File: src/hdl/gapm_pkg.sv
// Shared types and constants for the gamepad autofire port mapper.
// Used by gapm_autofire, gapm_player and gamepad_autofire_port_mapper_core.
package gapm_pkg;

  localparam int BUTTON_COUNT       = 4;
  localparam int PAD_BITS           = 4;
  // Only buttons A to D reach the port, so only those lanes carry a counter.
  localparam int AF_LANES           = (BUTTON_COUNT < PAD_BITS) ? BUTTON_COUNT : PAD_BITS;
  localparam int CNT_W              = 8;
  localparam int COMBO_COUNT        = 11;
  localparam int LOCK_W             = 5;
  localparam logic [LOCK_W-1:0] SWAP_LOCKOUT_TICKS = LOCK_W'(30);

  localparam int CFG_IDX_W          = 8;
  localparam int CFG_DATA_W         = 8;
  localparam logic [CFG_IDX_W-1:0] REG_PULSE_INTERVAL  = CFG_IDX_W'(0);
  localparam logic [CFG_IDX_W-1:0] REG_AUTOFIRE_ENABLE = CFG_IDX_W'(1);

  localparam logic [CNT_W-1:0]    PULSE_INTERVAL_RST  = CNT_W'(1);
  localparam logic [PAD_BITS-1:0] AUTOFIRE_ENABLE_RST = PAD_BITS'(15);

  localparam int IN_TDATA_W  = 32;
  localparam int OUT_TDATA_W = 24;

  localparam logic [7:0] COMBO_MASKS [COMBO_COUNT] = '{
    8'hcf, 8'haf, 8'h6f, 8'h9f, 8'h5f, 8'h3f, 8'h8f, 8'h4f, 8'h2f, 8'h1f, 8'h0f
  };

  // One frame tick; the last member lands in the lowest bits of tdata.
  typedef struct packed {
    logic                   swap_key;
    logic                   select_key;
    logic                   start_key;
    logic [COMBO_COUNT-1:0] combo_keys;
    logic [PAD_BITS-1:0]    turbo_keys;
    logic [PAD_BITS-1:0]    button_keys;
    logic [PAD_BITS-1:0]    direction_keys;
  } tick_t;

  typedef struct packed {
    logic       active_player;
    logic [3:0] system_port;
    logic [7:0] player_two_port;
    logic [7:0] player_one_port;
  } result_t;

  // Control handed from the pipeline to the state-holding units.
  typedef struct packed {
    logic step;
    logic swap;
  } step_ctl_t;

endpackage

File: src/hdl/gapm_autofire.sv
// Per-button autofire pulse counters and button substitution.
// Depends on gapm_pkg.
module gapm_autofire (
  input  logic                             clk,
  input  logic                             rst_n,
  input  gapm_pkg::step_ctl_t              ctl,
  input  logic [gapm_pkg::CNT_W-1:0]       pulse_interval,
  input  logic [gapm_pkg::PAD_BITS-1:0]    autofire_enable,
  input  logic [gapm_pkg::PAD_BITS-1:0]    button_keys,
  input  logic [gapm_pkg::PAD_BITS-1:0]    turbo_keys,
  output logic [gapm_pkg::PAD_BITS-1:0]    buttons_out
);

  logic [gapm_pkg::CNT_W-1:0] cnt_r   [gapm_pkg::AF_LANES];
  logic [gapm_pkg::CNT_W-1:0] cnt_nxt [gapm_pkg::AF_LANES];

  always_comb begin
    logic [gapm_pkg::CNT_W:0] inc;
    buttons_out = button_keys;
    for (int i = 0; i < gapm_pkg::AF_LANES; i++) begin
      cnt_nxt[i] = cnt_r[i];
      inc        = {1'b0, cnt_r[i]} + (gapm_pkg::CNT_W+1)'(1);
      if (autofire_enable[i]) begin
        if (turbo_keys[i]) begin
          buttons_out[i] = (cnt_r[i] == '0);
          cnt_nxt[i]     = (inc > {1'b0, pulse_interval}) ? '0 : inc[gapm_pkg::CNT_W-1:0];
        end else begin
          cnt_nxt[i] = '0;
        end
      end
    end
  end

  always_ff @(posedge clk) begin
    for (int i = 0; i < gapm_pkg::AF_LANES; i++) begin
      if (!rst_n) begin
        cnt_r[i] <= '0;
      end else if (ctl.step) begin
        cnt_r[i] <= cnt_nxt[i];
      end
    end
  end

endmodule

File: src/hdl/gapm_player.sv
// Player selection with swap lockout, hotkey masking and port byte mapping.
// Depends on gapm_pkg.
module gapm_player (
  input  logic                                clk,
  input  logic                                rst_n,
  input  gapm_pkg::step_ctl_t                 ctl,
  input  logic [gapm_pkg::PAD_BITS-1:0]       direction_keys,
  input  logic [gapm_pkg::PAD_BITS-1:0]       buttons,
  input  logic [gapm_pkg::COMBO_COUNT-1:0]    combo_keys,
  input  logic                                start_key,
  input  logic                                select_key,
  output gapm_pkg::result_t                   result
);

  logic                        sel_r, sel_nxt;
  logic [gapm_pkg::LOCK_W-1:0] lock_r, lock_nxt;
  logic [7:0]                  port_byte;

  always_comb begin
    port_byte = ~{buttons, direction_keys};
    for (int k = 0; k < gapm_pkg::COMBO_COUNT; k++) begin
      if (combo_keys[k]) port_byte = port_byte & gapm_pkg::COMBO_MASKS[k];
    end
  end

  // Swap loads the lockout and it counts down on the same tick.
  always_comb begin
    sel_nxt  = sel_r;
    lock_nxt = (lock_r != '0) ? lock_r - gapm_pkg::LOCK_W'(1) : '0;
    if (ctl.swap && lock_r == '0) begin
      sel_nxt  = ~sel_r;
      lock_nxt = gapm_pkg::SWAP_LOCKOUT_TICKS - gapm_pkg::LOCK_W'(1);
    end
  end

  // Ports follow the selection from before this tick's swap.
  always_comb begin
    result.active_player = sel_nxt;
    if (sel_r) begin
      result.player_one_port = 8'hff;
      result.player_two_port = port_byte;
      result.system_port     = {~select_key, ~start_key, 2'b11};
    end else begin
      result.player_one_port = port_byte;
      result.player_two_port = 8'hff;
      result.system_port     = {2'b11, ~select_key, ~start_key};
    end
  end

  always_ff @(posedge clk) begin
    if (!rst_n) begin
      sel_r  <= 1'b0;
      lock_r <= '0;
    end else if (ctl.step) begin
      sel_r  <= sel_nxt;
      lock_r <= lock_nxt;
    end
  end

  a_lock_range: assert property (@(posedge clk) disable iff (!rst_n)
    lock_r < gapm_pkg::SWAP_LOCKOUT_TICKS)
    else $error("swap lockout out of range");

  a_toggle_needs_idle_lock: assert property (@(posedge clk) disable iff (!rst_n)
    (ctl.step && sel_nxt != sel_r) |-> (lock_r == '0))
    else $error("player toggled during lockout");

  a_toggle_loads_lock: assert property (@(posedge clk) disable iff (!rst_n)
    (ctl.step && sel_nxt != sel_r) |=>
      (lock_r == gapm_pkg::SWAP_LOCKOUT_TICKS - gapm_pkg::LOCK_W'(1)))
    else $error("lockout not loaded on swap");

  a_hold_without_step: assert property (@(posedge clk) disable iff (!rst_n)
    !ctl.step |=> ($stable(sel_r) && $stable(lock_r)))
    else $error("player state moved without a tick");

endmodule

File: src/hdl/gamepad_autofire_port_mapper_core.sv
// Top level of the gamepad autofire port mapper: input register, tick logic, result register.
// Depends on gapm_pkg, gapm_autofire and gapm_player.
//
//  channel  | direction | payload
//  ---------+-----------+-----------------------------------------------------
//  in_      | sink      | one frame tick of pad flags
//  out_     | source    | port bytes, system port and active player per tick
//  cfg_     | sink      | register writes: 0 pulse_interval, 1 autofire_enable
//
// One item per clock sustained while out_ is not stalled; each result passes both registers.
// The input register feeds the counters and mapping logic, which fill the result register.
// A stall on out_ holds the input register; in_ keeps taking items while either register drains.
// rst_n (synchronous) clears counters, player, lockout, registers to their reset values.
// cfg_ready is always high; writes must come only while no tick is in flight.
module gamepad_autofire_port_mapper_core (
  input  logic                                 clk,
  input  logic                                 rst_n,
  input  logic                                 in_tvalid,
  output logic                                 in_tready,
  // [3:0] direction_keys, [7:4] button_keys, [11:8] turbo_keys, [22:12] combo_keys,
  // [23] start_key, [24] select_key, [25] swap_key, [31:26] zero
  input  logic [gapm_pkg::IN_TDATA_W-1:0]      in_tdata,
  output logic                                 out_tvalid,
  input  logic                                 out_tready,
  // [7:0] player_one_port, [15:8] player_two_port, [19:16] system_port,
  // [20] active_player, [23:21] zero
  output logic [gapm_pkg::OUT_TDATA_W-1:0]     out_tdata,
  input  logic                                 cfg_valid,
  output logic                                 cfg_ready,
  input  logic [gapm_pkg::CFG_IDX_W-1:0]       cfg_index,
  input  logic [gapm_pkg::CFG_DATA_W-1:0]      cfg_data
);

  localparam int TICK_W = $bits(gapm_pkg::tick_t);
  localparam int RES_W  = $bits(gapm_pkg::result_t);

  logic [gapm_pkg::CNT_W-1:0]    pulse_interval_r;
  logic [gapm_pkg::PAD_BITS-1:0] autofire_enable_r;

  logic                 s1_valid_r;
  gapm_pkg::tick_t      s1_tick_r;
  logic                 out_valid_r;
  gapm_pkg::result_t    out_res_r;

  logic                 s1_adv;
  gapm_pkg::step_ctl_t  ctl;
  logic [gapm_pkg::PAD_BITS-1:0] buttons_eff;
  gapm_pkg::result_t    res_nxt;

  assign cfg_ready = 1'b1;

  always_ff @(posedge clk) begin
    if (!rst_n) begin
      pulse_interval_r  <= gapm_pkg::PULSE_INTERVAL_RST;
      autofire_enable_r <= gapm_pkg::AUTOFIRE_ENABLE_RST;
    end else if (cfg_valid && cfg_ready) begin
      unique case (cfg_index)
        gapm_pkg::REG_PULSE_INTERVAL:  pulse_interval_r  <= cfg_data[gapm_pkg::CNT_W-1:0];
        gapm_pkg::REG_AUTOFIRE_ENABLE: autofire_enable_r <= cfg_data[gapm_pkg::PAD_BITS-1:0];
        default: ;
      endcase
    end
  end

  assign s1_adv    = s1_valid_r && (!out_valid_r || out_tready);
  assign in_tready = !s1_valid_r || s1_adv;

  assign ctl.step = s1_adv;
  assign ctl.swap = s1_tick_r.swap_key;

  always_ff @(posedge clk) begin
    if (!rst_n) begin
      s1_valid_r <= 1'b0;
    end else if (in_tready) begin
      s1_valid_r <= in_tvalid;
    end
  end

  always_ff @(posedge clk) begin
    if (in_tready && in_tvalid) s1_tick_r <= gapm_pkg::tick_t'(in_tdata[TICK_W-1:0]);
  end

  gapm_autofire u_autofire (
    .clk             (clk),
    .rst_n           (rst_n),
    .ctl             (ctl),
    .pulse_interval  (pulse_interval_r),
    .autofire_enable (autofire_enable_r),
    .button_keys     (s1_tick_r.button_keys),
    .turbo_keys      (s1_tick_r.turbo_keys),
    .buttons_out     (buttons_eff)
  );

  gapm_player u_player (
    .clk            (clk),
    .rst_n          (rst_n),
    .ctl            (ctl),
    .direction_keys (s1_tick_r.direction_keys),
    .buttons        (buttons_eff),
    .combo_keys     (s1_tick_r.combo_keys),
    .start_key      (s1_tick_r.start_key),
    .select_key     (s1_tick_r.select_key),
    .result         (res_nxt)
  );

  always_ff @(posedge clk) begin
    if (!rst_n) begin
      out_valid_r <= 1'b0;
    end else if (s1_adv) begin
      out_valid_r <= 1'b1;
    end else if (out_tready) begin
      out_valid_r <= 1'b0;
    end
  end

  always_ff @(posedge clk) begin
    if (s1_adv) out_res_r <= res_nxt;
  end

  assign out_tvalid = out_valid_r;
  assign out_tdata  = {(gapm_pkg::OUT_TDATA_W-RES_W)'(0), out_res_r};

  a_stall_holds: assert property (@(posedge clk) disable iff (!rst_n)
    (out_valid_r && !out_tready) |=> (out_valid_r && $stable(out_res_r)))
    else $error("result changed under stall");

  a_no_overrun: assert property (@(posedge clk) disable iff (!rst_n)
    (s1_valid_r && out_valid_r && !out_tready) |-> !in_tready)
    else $error("input taken with both stages full");

  a_step_only_valid: assert property (@(posedge clk) disable iff (!rst_n)
    ctl.step |-> s1_valid_r)
    else $error("state stepped without an item");

endmodule

File: config.mk
export PLATFORM = sky130hd
export DESIGN_NAME = gamepad_autofire_port_mapper_core
export DESIGN_NICKNAME = d
export VERILOG_FILES = /design/src/hdl/gapm_pkg.sv /design/src/hdl/gapm_autofire.sv /design/src/hdl/gapm_player.sv /design/src/hdl/gamepad_autofire_port_mapper_core.sv
export SDC_FILE = /design/constraint.sdc
export NUM_CORES = 1
export LEC_CHECK = 0
export ABC_AREA = 1
export BUFFER_PORTS_ARGS = -buffer_cell sky130_fd_sc_hd__buf_4
export CORE_ASPECT_RATIO = 1.2
export CORE_MARGIN = 4
export CORE_UTILIZATION = 28
export CTS_CLUSTER_DIAMETER = 40
export CTS_CLUSTER_SIZE = 20
export DETAILED_ROUTE_END_ITERATION = 8
export GPL_TIMING_DRIVEN = 0
export PLACE_DENSITY = 0.52
export SLEW_MARGIN = 20
export SYNTH_ARGS = -nofsm -noshare
export SYNTH_HDL_FRONTEND = slang
export SYNTH_SLANG_ARGS = --single-unit
File: constraint.sdc
create_clock -name clk -period 5.35 [get_ports clk]
set_input_delay 1.3375 -clock clk [delete_from_list [all_inputs] [get_ports clk]]
set_output_delay 1.3375 -clock clk [all_outputs]
set_load 0.1 [all_outputs]
==> results.cfg, run 1 <==
[clock_network]
cts_root_buffer = clkbuf_16
clkLatencyLatePin_ns = 0.35
cts_buffers = 9
cts.path.max_buffers = 2
numClockSinks = 99
clk_transition_reported_paths_ns = 0.07
cts_tree = built
cts_hold_buf = 0
ctsHtreeMaxLevel = 3
post_cts_buffers = 0
cts_resized = 0

[timing]
period_needed_ns = 3.203
max_freq_mhz = 312.3
period_share_pct = 59.86
setup_viol = 0
relSlewSlack_pct = 32.10
clock_skew_ns = 0.01465
hold_viol = 0
final.setup.tns_ns = 0
rsz0062_at_grt = no
holdWs_ns = 0.4763
worst_slew_pin_slew_ns = 1.017
slew_viol_final = 0

[logic_synthesis]
synth_edf_count = 79
synthTopCellsByArea = edfxtp_1, ha_1, nand2_1
ys_seq_area_share_pct = 53.72
syn-cell-area_sq_mm = 0.005161
syn_inst = 543
synth.top_cell.area_share_pct = 45.96
ys_types = 34
yosys.area.top_type = edfxtp_1
yosysWarningCount = 0
synth_seq_cells = 99
syn_area_per_cell_sq_um = 9.505
synthFlopType = edfxtp_1
async_flop_share_pct = 0

[power]
power_frac_seq_pct = 50.0
power_switching_w = 0.0005122
clockPowerShare_pct = 34.9
ir_drop_mv = 0.1426
p_sw_share_pct = 28.43
p_comb_share_pct = 15.1
p_per_area_mw_per_mm2 = 288.2
total_leakage_power_nw = 2.790
internal-power_w = 0.001289

[global_routing]
use_met3_pct = 2.122
grt_pass1_wl_mm = 19.26
grt_start_max_net_pins = 31
grt_overflow = 0
antenna_found_initial = 0
grt_pass1_vias = 3856
grtUsageTotal_pct = 11.77
grt_util_met1_pct = 13.93
met2_usage_pct = 21.30
top_usage_layer = met2

[critical_path]
crit_path_start = out_tready
worstPathRequired_ns = 4.01
path_class = in -> out
r2r-end = u_autofire.cnt_r[1][6]
reg2regPathDepth = 15
r2r_start = u_autofire.cnt_r[1][0]
crit_fanout = 3
regToRegSetupSlack_ns = 2.77
start_kind = primary input
cp_data_arrival_time_ns = 1.87
endpoint_kind = output pin

[run_status]
status = finished, final reports clean

[floorplan]
initial_utilization_pct = 28.40
ios = 80
row_count = 54
die_w_um = 131.9
die_h_um = 156.7
die_area_sq_mm = 0.02068
core_sq_mm = 0.01817

[finish]
layout.cells.most_common_list = nand2_1, inv_1, edfxtp_1, buf_4, nor2_1
drive_above_1_share_pct = 15.56
nNetsFinal = 719
insertedDiodeCount = 0
final_common_cell = nand2_1
synthToLayoutAreaGrowth_pct = 21.12

[drt]
drc = 0
wl_mm = 11.91
vias_per_cell = 4.411
drtIter0Drc = 174
postRouteAntennaNets = 0
dr.pass1.iters = 4
wl_per_cell_um = 13.94
num_vias = 3767

[hold_path]
hold_end = autofire_enable_r[3]
whs_path_depth = 2
hp-class = reg -> reg
min-delay-start = autofire_enable_r[3]

[place]
dpl.hpwl_mm = 9.378
portBuffers = 69
gp_congestion = 0.8020

[job]
max-cap-violations = 0
-- cell type report --
| cell class | instances | area, sq um |
|---|---|---|
| fill | 1846 | 11920 |
| sequential | 99 | 2773 |
| multi-input combinational | 343 | 1987 |
| timing repair buffer | 69 | 518.0 |
| inverter | 94 | 352.8 |
| tap | 224 | 280.3 |
| clock buffer | 10 | 229.0 |
| buffer | 9 | 56.30 |
| clock inverter | 6 | 55.05 |
-- how the worst max path moves through the flow --
stage	to	slack (ns)
finish	in_tready	2.15
global route	u_autofire.cnt_r[1][6]	1.94
CTS	u_autofire.cnt_r[0][8]	2.09
detailed placement	u_autofire.cnt_r[1][0]	1.72
global placement	u_autofire.cnt_r[1][1]	1.83
floorplan	in_tready	1.87
-- flip-flops by register name (all words and copies together) (netlist names) --
register,count
u_autofire.cnt_r,32
out_tvalid,1
out_tdata,21
s1_tick_r,25
ctl,1
s1_valid_r,1
pulse_interval_r,8
u_player.lock_r,5
u_player.sel_r,1
autofire_enable_r,4
-- cell families after synthesis --
| kind of cell | share of synthesized area (%) |
|---|---|
| AND/OR/NAND/NOR | 20.32 |
| AO/OA/AOI/OAI | 4.218 |
| buffers and inverters | 7.927 |
| other | 0.1455 |
| flip-flops | 53.72 |
| XOR/XNOR | 3.733 |
| adder cells (fa/ha/maj) | 9.939 |
-- per-stage QoR --
| step | setup WS [ns] | area [sq um] | instances | total power (W) | utilization [%] |
|---|---|---|---|---|---|
| after floorplan | 1.867 | 5169 | 545 | 0.001107 | - |
| after global placement | 1.833 | 5967 | 838 | 0.001186 | 32.83 |
| after detailed placement | 1.721 | 5967 | 838 | 0.001193 | 32.83 |
| after CTS | 2.086 | 6251 | 854 | 0.001826 | 34.39 |
| after global routing | 1.940 | 6251 | 854 | 0.001885 | 34.39 |
| final | 2.147 | 6251 | 854 | 0.001802 | 34.39 |
-- routing by layer --
layer,up-vias,wire length (um)
met3,10,274
met1,1763,5109
li1,1947,-
met2,47,6286
met4,0,236
met5,-,0
-- synthesized netlist by cell type (3+ instances only) --
cell type    n
nor4_1       3
nor3_1      10
xor2_1      21
nand2_1    108
edfxtp_1    79
ha_1        41
o21ai_0     11
clkbuf_1     4
nand4_1     19
inv_1       93
nor2_1      59
dfxtp_1     20
buf_4        4
o211ai_1     3
nand3_1     24
a21oi_1     20
-- worst max-delay path: stages --
cell and delay, ns:
buf_4 0.11, inv_1 0.06, nand3_1 0.10, buf_4 0.26
-- power groups by stage --
stage	registers, W	logic [W]	clock network, W
5_1_grt	0.000906	0.000306	0.000673
6_report	0.000900	0.000273	0.000628
3_3_place_gp	0.000916	0.000269	0
2_1_floorplan	0.000966	0.000141	0
4_1_cts	0.000900	0.000277	0.000649
3_5_place_dp	0.000918	0.000275	0
Note: power is estimated with default switching activity, not from simulation.
==> run 2: changes to the inputs <==
--- a/config.mk
+++ b/config.mk
@@ -5,7 +5,7 @@
 export SDC_FILE = /design/constraint.sdc
 export NUM_CORES = 1
 export LEC_CHECK = 0
-export ABC_AREA = 1
+export ABC_AREA = 0
 export BUFFER_PORTS_ARGS = -buffer_cell sky130_fd_sc_hd__buf_4
 export CORE_ASPECT_RATIO = 1.2
 export CORE_MARGIN = 4
==> constraint.sdc (replaced) <==
create_clock -name clk -period 3.1 [get_ports clk]
set_input_delay 0.775 -clock clk [delete_from_list [all_inputs] [get_ports clk]]
set_output_delay 0.775 -clock clk [all_outputs]
set_load 0.1 [all_outputs]
==> results.cfg, run 2 <==
[run_status]
status = finished, final reports clean

[finish]
drive_above_1_share_pct = 18.91
insertedDiodeCount = 0
final_common_cell = edfxtp_1
largest_register = u_autofire.cnt_r
stdcell_count = 754
fillCellCount = 1698
nNetsFinal = 623
synthToLayoutAreaGrowth_pct = 21.47
layout.cells.most_common_list = edfxtp_1, buf_4, nand2_1, ha_1
largest_register_ffs = 32
ff_latch_area_sq_mm = 0.002773
multi_input_area_sq_mm = 0.002196

[critical_path]
cp_data_arrival_time_ns = 3.01
crit_path_cell_trace = ha_1, nand3_1, nor2_1, xor2_1, ha_1, nand4_1, or3_1, a21oi_1, nor3_1
endpoint_kind = flop
path_class = reg -> reg
crit_path_frequent_cell = ha_1
reg2regPathDepth = 9
regToRegSetupSlack_ns = 0.15
slowest_stage = a21oi_1
slowest_delay_ns = 0.54
crit_fanout = 8
worstPathRequired_ns = 3.17
r2r_start = u_autofire.cnt_r[0][0]
start_kind = flop
r2r-end = u_autofire.cnt_r[0][3]

[drt]
drc = 0
postRouteAntennaNets = 0
drtIter0Drc = 133
vias_per_cell = 4.963
wl_per_cell_um = 16.56
dr.pass1.iters = 4
num_vias = 3742
wl_mm = 12.49

[logic_synthesis]
synth_seq_cells = 99
async_flop_share_pct = 0
synth_common_cells = edfxtp_1, nand2_1, ha_1
synthTopCellsByArea = edfxtp_1, ha_1, dfxtp_1
ys_seq_area_share_pct = 54.31
synthFlopType = edfxtp_1
ys_types = 39
synth_most_common_cell = edfxtp_1
yosysWarningCount = 0
syn_area_per_cell_sq_um = 11.42
syn_inst = 447
synth.top_cell.area_share_pct = 46.47
yosys.area.top_type = edfxtp_1
syn-cell-area_sq_mm = 0.005105
synth_edf_count = 79

[floorplan]
row_count = 53
die_w_um = 131.3
die_h_um = 155.9
core_sq_mm = 0.01771
ios = 80
die_area_sq_mm = 0.02046
initial_utilization_pct = 28.83

[power]
p_sw_share_pct = 28.66
ir_drop_mv = 0.2325
power_switching_w = 0.0009018
power_frac_seq_pct = 49.7
clockPowerShare_pct = 35.1
total_leakage_power_nw = 2.317
p_comb_share_pct = 15.1
p_per_area_mw_per_mm2 = 507.5
internal-power_w = 0.002245

[timing]
clock_skew_ns = 0.01074
fin_ws_ns = 0.1529
slew_viol_final = 0
relSlewSlack_pct = 46.92
hold_viol = 0
setup_viol = 0
rsz0062_at_grt = no
worst_slew_pin_slew_ns = 0.7962
period_share_pct = 95.07
period_needed_ns = 2.947
max_freq_mhz = 339.3

[hold_path]
min-delay-start = u_player.lock_r[4]
whs_path_depth = 2
hold_end = u_player.lock_r[4]
hp-class = reg -> reg

[clock_network]
clkLatencyLatePin_ns = 0.35
cts_tree = built
cts_buffers = 9
cts.path.max_buffers = 2
cts_hold_buf = 0
cts_resized = 0
cts_root_buffer = clkbuf_16
post_cts_buffers = 0
numClockSinks = 99
clk_transition_reported_paths_ns = 0.07
ctsHtreeMaxLevel = 3

[place]
placed_cells = 738
gp_congestion = 0.8562
dpl.hpwl_mm = 9.672
portBuffers = 69
pre_cts_ws_ns = 0.1907

[global_routing]
grt_overflow = 0
grtUsageTotal_pct = 12.16
antenna_found_initial = 0
grt_start_max_net_pins = 31
grt_pass1_vias = 3847
grt_pass1_wl_mm = 19.80

[job]
max-cap-violations = 0
==> run 2: changes by cell type in the layout (fill, tap and decap cells not counted), sizes merged, moves of 5 or more <==
cell,previous run,this run
xor2,21,12
nand4,19,24
nor2,60,12
or3,0,7
nand2,111,58
o31ai,0,7
nor3b,2,25
o21ai,13,2
nand2b,0,14
inv,97,23
nor4b,0,7
xnor2,1,14
mux2i,0,5
==> run 2: area by class of cell <==
type | count | area share (%)
plain buffers | 13 | 1.211
repair buffers | 69 | 8.354
flip-flops and latches | 99 | 44.71
inverters | 19 | 1.150
clock buffers | 9 | 3.632
clock inverters | 7 | 1.090
well taps | 220 | 4.439
multi-input cells | 318 | 35.41
==> run 2: cell families after synthesis <==
family | Yosys count | synth area share [%]
AO/OA/AOI/OAI | 41 | 5.417
XOR/XNOR | 26 | 4.461
flip-flops | 99 | 54.31
other | 2 | 0.1471
AND/OR/NAND/NOR | 201 | 21.79
adder cells (fa/ha/maj) | 41 | 10.05
multiplexers | 5 | 0.9804
buffers and inverters | 32 | 2.843
==> run 2: worst max-delay path: cells and delay by family, from the launching register on <==
family	cells	cell delay (ns)
AOI/OAI and AO/OA	1	0.54
xor gates and xnor gates	1	0.15
adders and majority gates	2	0.60
DFF	1	0.51
and+or+nand+nor	5	0.87
==> run 2: power by group through the flow <==
stage,clock network [W],logic (W),registers [W]
2_1_floorplan,0,0.000252,0.00166
3_3_place_gp,0,0.000465,0.00159
3_5_place_dp,0,0.000478,0.00160
4_1_cts,0.00113,0.000479,0.00157
5_1_grt,0.00119,0.000520,0.00157
6_report,0.00111,0.000476,0.00156
==> run 2: how the worst max path moves through the flow <==
stage | startpoint | cells past startpoint | to
CTS | u_autofire.cnt_r[0][0] | 9 | u_autofire.cnt_r[0][3]
floorplan | out_tvalid | 3 | ctl[0]
detailed placement | u_autofire.cnt_r[0][0] | 9 | u_autofire.cnt_r[0][3]
global placement | out_tready | 6 | u_autofire.cnt_r[1][0]
finish | u_autofire.cnt_r[0][0] | 9 | u_autofire.cnt_r[0][3]
global route | u_autofire.cnt_r[0][8] | 9 | u_autofire.cnt_r[0][15]
==> run 2: metrics by stage <==
stage               hold slack, ns  setup TNS [ns]  utilization, %  cell area (sq um)  total power, W
floorplan                   0.4600               0               -               5112        0.001916
global placement            0.4800          -3.539           33.35               5906        0.002059
detailed placement          0.5004               0           33.37               5908        0.002073
CTS                         0.5102               0           35.02               6201        0.003179
global route                0.5337               0           35.02               6201        0.003290
finish                      0.5124               0           35.02               6201        0.003147
==> run 2: layer usage <==
| metal | GRT usage (%) | wire length (um) | up-vias | share of wire, % |
|---|---|---|---|---|
| li1 | - | - | 1835 | - |
| met1 | 13.69 | 4988 | 1805 | 40 |
| met2 | 23.05 | 6783 | 82 | 54 |
| met3 | 2.129 | 434 | 20 | 3.5 |
| met4 | 4.502 | 282 | 0 | 2.3 |
| met5 | 0 | 0 | - | 0 |
==> run 3: changes to the inputs <==
--- a/config.mk
+++ b/config.mk
@@ -14,7 +14,7 @@
 export CTS_CLUSTER_SIZE = 20
 export DETAILED_ROUTE_END_ITERATION = 8
 export GPL_TIMING_DRIVEN = 0
-export PLACE_DENSITY = 0.52
+export PLACE_DENSITY = 0.44
 export SLEW_MARGIN = 20
 export SYNTH_ARGS = -nofsm -noshare
 export SYNTH_HDL_FRONTEND = slang
==> results.cfg, run 3 (synthesis results as in run 2) <==
[critical_path]
worstPathRequired_ns = 3.19
crit_fanout = 8
start_kind = flop
path_class = reg -> reg
endpoint_kind = flop
cp_data_arrival_time_ns = 2.90

[floorplan]
die_area_sq_mm = 0.02046
ios = 80
core_sq_mm = 0.01771
die_w_um = 131.3
row_count = 53
initial_utilization_pct = 28.83
die_h_um = 155.9

[finish]
largest_register = u_autofire.cnt_r
stdcell_count = 755
insertedDiodeCount = 0
largest_register_ffs = 32
fillCellCount = 1772
synthToLayoutAreaGrowth_pct = 21.81
final_common_cell = edfxtp_1
layout.cells.most_common_list = edfxtp_1, buf_4, nand2_1, ha_1
drive_above_1_share_pct = 19.07
postLayoutCellArea_sq_mm = 0.006218
nNetsFinal = 624

[drt]
wl_mm = 12.80
postRouteAntennaNets = 0
met3WireLength_um = 407
wl_met1_mm = 5.421
route.top_layer_used = met4
vias_per_cell = 4.850
drtIter0Drc = 212
num_vias = 3662
wl_met2_mm = 6.680
dr.pass1.iters = 5
wl_per_cell_um = 16.95
drc = 0

[clock_network]
cts.path.max_buffers = 2
cts_tree = built
clk_transition_reported_paths_ns = 0.07
cts_buffers = 9
cts_root_buffer = clkbuf_16
ctsHtreeMaxLevel = 3
post_cts_buffers = 0
clkLatencyLatePin_ns = 0.35
numClockSinks = 99

[global_routing]
grtUsageTotal_pct = 12.62
antenna_found_initial = 0
grt_overflow = 0
grt_pass1_vias = 3834
grt_start_max_net_pins = 27
grt_pass1_wl_mm = 20.18

[hold_path]
hp-class = reg -> reg

[power]
total_leakage_power_nw = 2.316
p_total_w = 0.003112
ir_drop_mv = 0.2519
p_per_area_mw_per_mm2 = 500.4

[timing]
period_needed_ns = 2.809
max_freq_mhz = 356.0
period_share_pct = 90.62
hold_viol = 0
worst_slew_pin_slew_ns = 0.6632
setup_viol = 0
slew_viol_final = 0
holdWs_ns = 0.4884
rsz0062_at_grt = no
relSlewSlack_pct = 55.79
clock_skew_ns = 0.01053

[place]
gp_congestion = 0.7834
place_area_sq_mm = 0.005936
dpl.hpwl_mm = 9.898
placed_cells = 739
portBuffers = 69

[job]
max-cap-violations = 0

[run_status]
status = finished, final reports clean
[run 3: cell types whose count changed in the layout (fill, tap and decap cells not counted), sizes merged]
cell	before	now
buf	77	78
clkbuf	14	15
clkinv	3	2
clkinvlp	0	1
inv	23	22
[run 3: path summary, 6_finish.rpt]
check | slack, ns | startpoint | end | cells past startpoint
max reg2reg | 0.29 | u_autofire.cnt_r[0][0] | u_autofire.cnt_r[0][3] | 9
min | 0.49 | u_player.lock_r[4] | u_player.lock_r[4] | 2
max | 0.29 | u_autofire.cnt_r[0][0] | u_autofire.cnt_r[0][3] | 9
min reg2reg | 0.49 | u_player.lock_r[4] | u_player.lock_r[4] | 2
[run 3: critical path, stage by stage (launching register included)]
cell and delay [ns]:
edfxtp_1 0.52, ha_1 0.30, nand3_1 0.13, nor2_1 0.07, xor2_1 0.17, ha_1 0.33
nand4_1 0.16, or3_1 0.40, a21oi_2 0.36, nor3_1 0.11
[run 3: metal layers]
layer / vias up / GRT usage [%]
met3: 15 / 2.548
met4: 0 / 4.902
met5: - / 0
met1: 1752 / 14.26
met2: 65 / 23.49
li1: 1830 / -
[run 3: through the flow]
stage	TNS, ns	worst slack [ns]	util, %
after floorplan	0	0.2278	-
after global placement	-6.162	-0.1986	33.35
after detailed placement	0	0.1431	33.52
after CTS	0	0.1267	35.08
after global routing	0	0.1325	35.12
final	0	0.2908	35.12
[run 3: area by class of cell]
cell class                      count  area [sq um]  share of cell area (%)
Buffer                             13         75.07                   1.207
Inverter                           19         71.32                   1.147
Clock buffer                       10         229.0                   3.682
Clock inverter                      6         46.29                  0.7445
Timing Repair Buffer               70         545.5                   8.773
Sequential cell                    99          2773                   44.59
Multi-Input combinational cell    318          2203                   35.43
Tap cell                          220         275.3                   4.427
[run 3: power breakdown]
group,total (W),switching (W),internal (W),leakage (nW)
Combinational,0.000480,0.000305,0.000175,1.25
Clock,0.00107,0.000514,0.000553,0.132
Sequential,0.00157,0.0000570,0.00151,0.931
[run 3: what timing repair did]
| item | in CTS | in global routing |
|---|---|---|
| setup endpoints to repair | 0 | 9 |
| hold buffers | 0 | 0 |
| gates resized for setup | 0 | 2 |
